$ cat config.mk
export PLATFORM = sky130hd
export DESIGN_NAME = prescaled_alarm_timer
export DESIGN_NICKNAME = d
export VERILOG_FILES = /design/src/design/pat_pkg.sv /design/src/design/prescaled_alarm_timer.sv
export SDC_FILE = /design/constraint.sdc
export NUM_CORES = 1
export LEC_CHECK = 0
export BUFFER_PORTS_ARGS = -buffer_cell sky130_fd_sc_hd__clkbuf_2
export CORE_MARGIN = 2
export CORE_UTILIZATION = 65
export CTS_CLUSTER_DIAMETER = 120
export DETAILED_ROUTE_END_ITERATION = 7
export GPL_TIMING_DRIVEN = 0
export PLACE_DENSITY_LB_ADDON = 0.12
export SYNTH_ARGS = -nofsm -noshare
export SYNTH_HDL_FRONTEND = slang
export SYNTH_SLANG_ARGS = --single-unit
$ cat constraint.sdc
create_clock -name clock -period 6.3 [get_ports clock]
set_input_delay 0 -clock clock [delete_from_list [all_inputs] [get_ports clock]]
set_output_delay 0 -clock clock [all_outputs]
set_load 0.02 [all_outputs]
$ cat src/design/pat_pkg.sv
// ----------------------------------------------------------------------------
// pat_pkg
// Shared types and constants of the prescaled alarm timer: request kinds,
// register numbers, control register layout and the response layout.
// ----------------------------------------------------------------------------
`default_nettype none

package pat_pkg;

   // Default counter width
   localparam int COUNT_WIDTH_DEF = 32;

   // Bus and field widths
   localparam int DATA_WIDTH    = 32;
   localparam int OP_WIDTH      = 2;
   localparam int SEL_WIDTH     = 3;
   localparam int REQ_USER_W    = OP_WIDTH + SEL_WIDTH;
   localparam int RSP_DATA_W    = 40;
   localparam int PHASE_WIDTH   = 8;
   localparam int DIV_WIDTH     = 3;

   // Request kinds
   localparam logic [OP_WIDTH-1:0] OP_TICK  = 2'd0;
   localparam logic [OP_WIDTH-1:0] OP_READ  = 2'd1;
   localparam logic [OP_WIDTH-1:0] OP_WRITE = 2'd2;

   // Register numbers
   localparam logic [SEL_WIDTH-1:0] REG_LOAD   = 3'd0;
   localparam logic [SEL_WIDTH-1:0] REG_COUNT  = 3'd1;
   localparam logic [SEL_WIDTH-1:0] REG_CTRL   = 3'd2;
   localparam logic [SEL_WIDTH-1:0] REG_ALARM  = 3'd3;
   localparam logic [SEL_WIDTH-1:0] REG_INTCLR = 3'd4;

   // Divider codes
   localparam logic [DIV_WIDTH-1:0] DIV_1   = 3'd0;
   localparam logic [DIV_WIDTH-1:0] DIV_16  = 3'd2;
   localparam logic [DIV_WIDTH-1:0] DIV_256 = 3'd4;

   // Prescaler terminal counts (phase + 1 reaching these rolls over)
   localparam logic [PHASE_WIDTH:0] PRE_16  = 9'd16;
   localparam logic [PHASE_WIDTH:0] PRE_256 = 9'd256;

   // Control register bit positions
   localparam int CTRL_LEVEL  = 0;
   localparam int CTRL_DIV_LO = 1;
   localparam int CTRL_AUTO   = 6;
   localparam int CTRL_EN     = 7;
   localparam int CTRL_STAT   = 8;

   // Interrupt clear bit
   localparam int INTCLR_BIT = 0;

   // Response payload, rdata in the low bits
   typedef struct packed {
      logic                  irq_pulse;
      logic                  irq_level;
      logic [DATA_WIDTH-1:0] rdata;
   } rsp_type;

   localparam int RSP_PAD_W = RSP_DATA_W - $bits(rsp_type);

endpackage

`default_nettype wire

$ cat src/design/prescaled_alarm_timer.sv
// ----------------------------------------------------------------------------
// prescaled_alarm_timer
// Wrapping up-counter with a 1/16/256 prescaler, an alarm compare and a
// level or edge interrupt, driven by a stream of tick and register requests.
// ----------------------------------------------------------------------------
// Each request (a clock tick, a register read or a register write) gives one
// response. Responses sit in an output register backed by a one-entry skid
// stage that takes a response behind a stalled one, so a stalled response
// side still lets one more request in before req_tready drops. A new request
// can be taken every cycle while the skid stage is empty; the rate is set by
// the combinational update of prescaler, counter increment and alarm compare.
// Registers: 0 load, 1 count (read only), 2 control, 3 alarm, 4 interrupt
// clear. Control: bit 0 level mode, bits 3..1 divider (2 = /16, 4 = /256,
// else /1), bit 6 auto rearm, bit 7 enable, bit 8 status (read only).
`default_nettype none

module prescaled_alarm_timer
   import pat_pkg::*;
#(
   parameter int COUNT_WIDTH = COUNT_WIDTH_DEF
) (
   input  wire logic                  clock,
   input  wire logic                  reset,
   // request stream
   input  wire logic                  req_tvalid,
   output logic                       req_tready,
   input  wire logic [DATA_WIDTH-1:0] req_tdata,  // [31:0] wdata
   input  wire logic [REQ_USER_W-1:0] req_tuser,  // [1:0] op, [4:2] reg_sel
   // response stream
   output logic                       rsp_tvalid,
   input  wire logic                  rsp_tready,
   output logic [RSP_DATA_W-1:0]      rsp_tdata   // [31:0] rdata, [32] irq_level,
                                                  // [33] irq_pulse, [39:34] zero
);

   // Timer state
   logic [COUNT_WIDTH-1:0] counter_ff,   counter_in;
   logic [PHASE_WIDTH-1:0] phase_ff,     phase_in;
   logic [DATA_WIDTH-1:0]  load_ff,      load_in;
   logic [DATA_WIDTH-1:0]  alarm_ff,     alarm_in;
   logic                   enable_ff,    enable_in;
   logic                   level_ff,     level_in;
   logic                   auto_ff,      auto_in;
   logic [DIV_WIDTH-1:0]   div_ff,       div_in;
   logic                   status_ff,    status_in;
   logic                   armed_ff,     armed_in;

   // Output register and skid stage
   logic                   main_vld_ff,  main_vld_in;
   logic                   skid_vld_ff,  skid_vld_in;
   rsp_type                main_ff,      main_in;
   rsp_type                skid_ff,      skid_in;

   logic [OP_WIDTH-1:0]    op;
   logic [SEL_WIDTH-1:0]   sel;
   logic                   req_fire;
   logic                   rsp_fire;
   logic [PHASE_WIDTH:0]   phase_next;
   logic                   roll;
   logic [COUNT_WIDTH-1:0] count_inc;
   logic                   hit;
   logic [DIV_WIDTH-1:0]   wr_div;
   rsp_type                rsp_new;

   assign op       = req_tuser[OP_WIDTH-1:0];
   assign sel      = req_tuser[REQ_USER_W-1:OP_WIDTH];
   assign req_fire = req_tvalid && req_tready;
   assign rsp_fire = rsp_tvalid && rsp_tready;

   // Prescaler and counter step
   always_comb begin
      phase_next = {1'b0, phase_ff} + 9'd1;
      case (div_ff)
         DIV_16:  roll = (phase_next >= PRE_16);
         DIV_256: roll = (phase_next >= PRE_256);
         default: roll = 1'b1;
      endcase
      count_inc = counter_ff + COUNT_WIDTH'(1);
      hit       = armed_ff && (count_inc == alarm_ff[COUNT_WIDTH-1:0]);
   end

   // Normalized divider code of a control write
   always_comb begin
      wr_div = req_tdata[CTRL_DIV_LO +: DIV_WIDTH];
      if (wr_div != DIV_16 && wr_div != DIV_256) begin
         wr_div = DIV_1;
      end
   end

   // Next state and response of the current request
   always_comb begin
      counter_in = counter_ff;
      phase_in   = phase_ff;
      load_in    = load_ff;
      alarm_in   = alarm_ff;
      enable_in  = enable_ff;
      level_in   = level_ff;
      auto_in    = auto_ff;
      div_in     = div_ff;
      status_in  = status_ff;
      armed_in   = armed_ff;
      rsp_new.rdata     = '0;
      rsp_new.irq_pulse = 1'b0;

      case (op)
         OP_TICK: begin
            if (enable_ff) begin
               if (!roll) begin
                  phase_in = phase_next[PHASE_WIDTH-1:0];
               end else begin
                  phase_in   = '0;
                  counter_in = count_inc;
                  if (hit) begin
                     if (!auto_ff) begin
                        armed_in = 1'b0;
                     end
                     if (level_ff) begin
                        status_in = 1'b1;
                     end else begin
                        rsp_new.irq_pulse = 1'b1;
                     end
                  end
               end
            end
         end
         OP_READ: begin
            case (sel)
               REG_LOAD:  rsp_new.rdata = load_ff;
               REG_COUNT: rsp_new.rdata = DATA_WIDTH'(counter_ff);
               REG_CTRL: begin
                  rsp_new.rdata[CTRL_LEVEL]                = level_ff;
                  rsp_new.rdata[CTRL_DIV_LO +: DIV_WIDTH]  = div_ff;
                  rsp_new.rdata[CTRL_AUTO]                 = auto_ff;
                  rsp_new.rdata[CTRL_EN]                   = enable_ff;
                  rsp_new.rdata[CTRL_STAT]                 = status_ff;
               end
               REG_ALARM: rsp_new.rdata = alarm_ff;
               default:   rsp_new.rdata = '0;
            endcase
         end
         OP_WRITE: begin
            case (sel)
               REG_LOAD: begin
                  load_in    = req_tdata;
                  counter_in = req_tdata[COUNT_WIDTH-1:0];
                  phase_in   = '0;
               end
               REG_CTRL: begin
                  div_in    = wr_div;
                  level_in  = req_tdata[CTRL_LEVEL];
                  auto_in   = req_tdata[CTRL_AUTO];
                  enable_in = req_tdata[CTRL_EN];
                  armed_in  = req_tdata[CTRL_EN];
                  phase_in  = '0;
               end
               REG_ALARM: begin
                  alarm_in = req_tdata;
                  armed_in = 1'b1;
               end
               REG_INTCLR: begin
                  if (req_tdata[INTCLR_BIT]) begin
                     status_in = 1'b0;
                  end
               end
               default: ;
            endcase
         end
         default: ;
      endcase

      rsp_new.irq_level = status_in;
   end

   // Output register with skid stage
   always_comb begin
      main_vld_in = main_vld_ff;
      skid_vld_in = skid_vld_ff;
      main_in     = main_ff;
      skid_in     = skid_ff;
      if (skid_vld_ff) begin
         if (rsp_fire) begin
            main_in     = skid_ff;
            skid_vld_in = 1'b0;
         end
      end else if (!main_vld_ff || rsp_fire) begin
         main_vld_in = req_fire;
         main_in     = rsp_new;
      end else if (req_fire) begin
         skid_vld_in = 1'b1;
         skid_in     = rsp_new;
      end
   end

   assign req_tready = !skid_vld_ff;
   assign rsp_tvalid = main_vld_ff;
   assign rsp_tdata  = {{RSP_PAD_W{1'b0}}, main_ff};

   // Control state
   always_ff @(posedge clock) begin
      if (reset) begin
         counter_ff  <= '0;
         phase_ff    <= '0;
         load_ff     <= '0;
         alarm_ff    <= '0;
         enable_ff   <= 1'b0;
         level_ff    <= 1'b0;
         auto_ff     <= 1'b0;
         div_ff      <= DIV_1;
         status_ff   <= 1'b0;
         armed_ff    <= 1'b0;
         main_vld_ff <= 1'b0;
         skid_vld_ff <= 1'b0;
      end else begin
         if (req_fire) begin
            counter_ff <= counter_in;
            phase_ff   <= phase_in;
            load_ff    <= load_in;
            alarm_ff   <= alarm_in;
            enable_ff  <= enable_in;
            level_ff   <= level_in;
            auto_ff    <= auto_in;
            div_ff     <= div_in;
            status_ff  <= status_in;
            armed_ff   <= armed_in;
         end
         main_vld_ff <= main_vld_in;
         skid_vld_ff <= skid_vld_in;
      end
   end

   // Response payload
   always_ff @(posedge clock) begin
      main_ff <= main_in;
      skid_ff <= skid_in;
   end

endmodule

`default_nettype wire

# After elaboration in Yosys (flattened, before gate mapping)
# Cells that the tools add are included.
dict set report totals {
  ff_bits 182
  in_bits 41
  word_cells 104
}
dict set report classes {
  add_sub_neg 2
  order_cmp 2
  eq_ne 19
  muxes 40
  n_bitwise 2
  reduce_logical 21
}
# op count
set ops {}
lappend ops {{$mux W32} 4}
lappend ops {{$mux W34} 3}
lappend ops {{$pmux W23 S3} 1}
lappend ops {{$pmux W32 S2} 1}
lappend ops {{$add A32 B1 Y32 const B} 1}
lappend ops {{$eq A32 B32 Y1} 1}
lappend ops {{$mux W8} 3}
lappend ops {{$mux W1} 19}
lappend ops {{$pmux W4 S4} 1}
lappend ops {{$pmux W8 S2} 1}
lappend ops {{$pmux W3 S4} 1}
lappend ops {{$reduce_and A3 Y1} 4}
lappend ops {{$ne A2 B2 Y1 const B} 5}
lappend ops {{$add A8 B1 Y9 const B} 1}
lappend ops {{$eq A3 B2 Y1 const B} 3}
lappend ops {{$ge A9 B5 Y1 const B} 1}
lappend ops {{$ge A9 B9 Y1 const B} 1}
lappend ops {{$pmux W1 S2} 4}
lappend ops {{$reduce_and A7 Y1} 1}
lappend ops {{$eq A3 B3 Y1 const B} 2}
lappend ops {{$pmux W2 S3} 1}
lappend ops {{$reduce_and A5 Y1} 1}
lappend ops {{$logic_and A1 B1 Y1} 4}
lappend ops {{$ne A2 B1 Y1 const B} 2}
lappend ops {{16 further kinds} 20}

# Longest topological paths before layout
dict set report depth {
  word_depth 9
  depth_mapped 11
  mapped_depth_nobuf 9
}

# Worst setup path after synthesis
# No wires, ideal clock.
dict set report synth_timing {
  kind {register to register}
  startpoint {register skid_vld_ff}
  endpoint {register skid_ff[0] (netlist bit), enable pin}
  setup_time_ns 0.475
  arrival_ns 3.172
  path_slack_ns 2.652
  path_stages_with_launch 4
  cell_sequence {dfxtp_1 inv_2 nand2_1 nor3b_1}
}
dict set report synth_between {
  elab_chain_cells 3
  elab_cells_between_ends 4
}
# item line_no
set synth_rtl {}
lappend synth_rtl {{from (decl)} prescaled_alarm_timer.sv:50} ;# logic skid_vld_ff, skid_vld_in;
lappend synth_rtl {{from (signal assigned)} prescaled_alarm_timer.sv:227} ;# skid_vld_ff <= skid_vld_in;
lappend synth_rtl {{$logic_not A1 Y1} prescaled_alarm_timer.sv:194} ;# assign req_tready = !skid_vld_ff;
lappend synth_rtl {{$logic_and A1 B1 Y1} prescaled_alarm_timer.sv:67} ;# assign req_fire = req_tvalid && req_tready;
lappend synth_rtl {{$reduce_and A3 Y1 (no line) (*)} -}
lappend synth_rtl {{to (signal assigned)} prescaled_alarm_timer.sv:234} ;# skid_ff <= skid_in;
lappend synth_rtl {{to (decl)} prescaled_alarm_timer.sv:52} ;# rsp_type skid_ff, skid_in;
# Mark *: on every way between the ends. The rest lies on a longest branch, timed or not.
# A chain may end at the register's enable or synchronous reset.

==> results.py <==
metrics = {
    "detailed_routing": {
        "drc": 0,
        "wl_per_cell_um": 20.3,
        "antenna_left": 0,
        "highest_layer": "met5",
        "vias_per_cell": 6.23,
        "num_vias": 8951,
        "dr.first_iter.drc_count": 1084,
        "dr.pass1.iters": 6,
        "wl_met3_mm": 2.51,
        "met2_length_mm": 13.4,
        "drt_wl_total_mm": 29.1,
        "drt-met1-wl_mm": 12.1,
    },
    "timing": {
        "grt_setup_unrepaired": "false",
        "skew_ns": 0.00769,
        "fin_crit_ns": 3.96,
        "tightest_slew_ns": 1.33,
        "setup_viol": 0,
        "drv_slew": 0,
        "finalCritPeriodShare": 0.629,
        "final.setup.tns_ns": 0,
        "fmax_mhz": 252,
        "relSlewSlack": 0.104,
        "hold_violations": 0,
    },
    "die": {
        "core-area_sq_um": 14400,
        "start_util": 0.661,
        "rows": 44,
        "die_y_um": 125,
        "ios": 83,
        "die_x_um": 125,
        "dieArea_sq_um": 15600,
    },
    "logic_synthesis": {
        "yosys_warnings": 0,
        "ys_ff_latch": 182,
        "synth_top_area_frac": 0.239,
        "synth-edff-count": 68,
        "yosys.area.top_type": "dfxtp_1",
        "synthFlopType": "dfxtp_1",
        "seq_area_frac_synth": 0.454,
        "async_flop_share": 0,
        "synth_area_leaders": "dfxtp_1, edfxtp_1, nand2_1",
        "synthCells": 1104,
        "ys_types": 72,
        "syn_area_sq_um": 9530,
        "avgSynthCellArea_sq_um": 8.63,
    },
    "worst_setup_path": {
        "path_max_fanout": 9,
        "crit_type": "flip-flop to flip-flop",
        "critPathRequiredTime_ns": 6.57,
        "reg2reg_depth": 9,
        "start_kind": "flip-flop",
        "critPathArrivalTime_ns": 4.23,
        "end_kind": "flip-flop",
    },
    "cts": {
        "max-clock-path-buffers": 2,
        "cts_resized": 0,
        "cts_buffers": 17,
        "cts.sinks": 182,
        "clk_pin_slew_ns": 0.07,
        "cts_tree": "built",
        "cts_root_buf": "clkbuf_16",
        "clk_latency_ns": 0.43,
        "cts_max_level": 4,
    },
    "hold_path": {
        "hold_class": "primary input to flip-flop",
        "hold_depth": 4,
    },
    "placement": {
        "hpwl_mm": 20.6,
        "portBuffers": 73,
        "gp_congestion": 0.978,
    },
    "global_routing": {
        "grt_pass1_wl_mm": 45.8,
        "grt.overflow.total": 0,
        "grt_usage": 0.374,
        "grt_pass1_vias": 8351,
        "grt_max_degree": 28,
        "antenna_found_initial": 1,
    },
    "cells_and_area": {
        "area_delta_synth_final_pct": 17.0,
        "diodes": 0,
        "drive_gt1_frac": 0.146,
        "finalNetCount": 1283,
    },
    "status": {
        "status": "finished, final reports clean",
    },
    "pwr": {
        "cellPowerDensity_nw_per_um2": 231,
        "power.leakage_nw": 4.03,
        "vdd_drop_max_v": 0.000294,
        "design_power_total_mw": 2.57,
    },
    "job": {
        "maxCapViolations": 0,
    },
}
[path summary, 6_finish.rpt]
path                 startpoint            end  slack (ns)
setup / recovery  counter_ff[3]  rsp_tdata[33]        2.34
setup reg to reg  counter_ff[3]  rsp_tdata[33]        2.34
hold reg to reg     load_ff[24]    load_ff[24]        0.46
hold / removal     req_tuser[1]       armed_ff        0.06
[cell type report]
| cell class | count | area (sq um) |
|---|---|---|
| Clock inverter | 15 | 161 |
| Fill cell | 1058 | 3270 |
| Buffer | 89 | 377 |
| Multi-Input combinational cell | 825 | 4810 |
| Timing Repair Buffer | 112 | 769 |
| Clock buffer | 17 | 425 |
| Tap cell | 184 | 230 |
| Sequential cell | 182 | 4320 |
| Inverter | 13 | 48.8 |
[metrics by stage]
step	setup WS (ns)	instances	util	hold WS, ns	cell area, sq um
floorplan	2.65	1109	-	0.136	9550
global placement	1.00	1366	0.703	0.258	10100
detailed placement	2.50	1370	0.708	0.265	10200
CTS	2.46	1437	0.773	0.0328	11200
global route	2.09	1437	0.773	0.0748	11200
finish	2.34	1437	0.773	0.0634	11200
[cells in the mapped netlist (all sizes together), types with 2 or more instances]
master / n
nor4b: 2
o32ai: 2
or4: 6
and2: 38
ha: 2
buf: 25
and3: 5
o22ai: 3
or2: 2
mux2i: 30
nor2: 82
nor3: 20
a31oi: 3
a31o: 2
and4: 3
nor4: 16
a211oi: 2
inv: 13
clkbuf: 64
nand2b: 4
nand2: 224
o21ai: 66
nand3b: 2
edfxtp: 68
mux4: 7
a21oi: 123
o21a: 2
o31ai: 6
dfxtp: 114
xor2: 14
nand4b: 2
a311oi: 2
or3: 6
nor2b: 3
nor3b: 7
nand4: 18
a211o: 2
xnor2: 33
mux2: 32
nand3: 21
o311ai: 2
a22oi: 8
[flip-flops by register name (all words and copies together) (netlist names), 3 cells and up]
signal      count
counter_ff     32
phase_ff        8
load_ff        32
alarm_ff       32
div_ff          3
rsp_tdata      34
skid_ff        34
[critical path, cell delays in order (launching register included)]
cell and delay [ns]:
dfxtp_1 0.33, buf_2 0.20, nand4_1 0.27, nor4_1 1.17, nand4_1 0.43, xnor2_1 0.24, nor4_1 0.30, nand4_1 0.30
or2_1 0.35, o31ai_2 0.21
[where the power goes]
| group | internal, mW | switching, mW | leakage (nW) |
|---|---|---|---|
| clock | 0.562 | 0.503 | 0.285 |
| combinational | 0.0816 | 0.159 | 2.18 |
| sequential | 1.26 | 0.0127 | 1.56 |
[cell usage in the layout (no fill, tap or decap), drive strengths merged, types with 3 or more instances in the layout]
cell type,netlist,routed
nand2b,4,4
edfxtp,68,68
nor3b,7,7
o21ai,66,66
a21oi,123,123
xnor2,33,33
mux4,7,7
nor2b,3,3
clkbuf,64,154
inv,13,20
nand4,18,18
mux2,32,32
a22oi,8,8
dlygate4sd3,0,35
a31oi,3,3
dfxtp,114,114
nor4,16,16
or3,6,6
xor2,14,14
conb,1,6
o31ai,6,6
o22ai,3,3
and4,3,3
clkinv,0,6
or4,6,6
and3,5,5
nand2,224,224
and2,38,38
mux2i,30,30
buf,25,29
nor3,20,20
nor2,82,82
nand3,21,21
[timing repair]
| item | 4_1_cts | 5_1_grt |
|---|---|---|
| endpoints found under the hold margin | 96 | 0 |
| setup buffers | 0 | 0 |
| hold buffers | 35 | 0 |
[per-layer routing]
metal / track usage / vias up
met5: 0 / -
met4: 0.159 / 2
met3: 0.0723 / 93
met2: 0.589 / 483
met1: 0.509 / 4240
li1: - / 4133
[cell families (layout without fill, tap and decap cells)]
| kind of cell | Yosys count | in the layout | share of synthesized area |
|---|---|---|---|
| and+or+nand+nor | 463 | 463 | 0.228 |
| AOI/OAI and AO/OA | 238 | 238 | 0.142 |
| buffers and inverters | 102 | 246 | 0.0446 |
| xor gates and xnor gates | 47 | 47 | 0.0432 |
| muxes | 69 | 69 | 0.0859 |
| other | 1 | 6 | 0.000394 |
| adders and majority gates | 2 | 2 | 0.00263 |
| DFF | 182 | 182 | 0.454 |
Note: power is estimated with default switching activity, not from simulation.
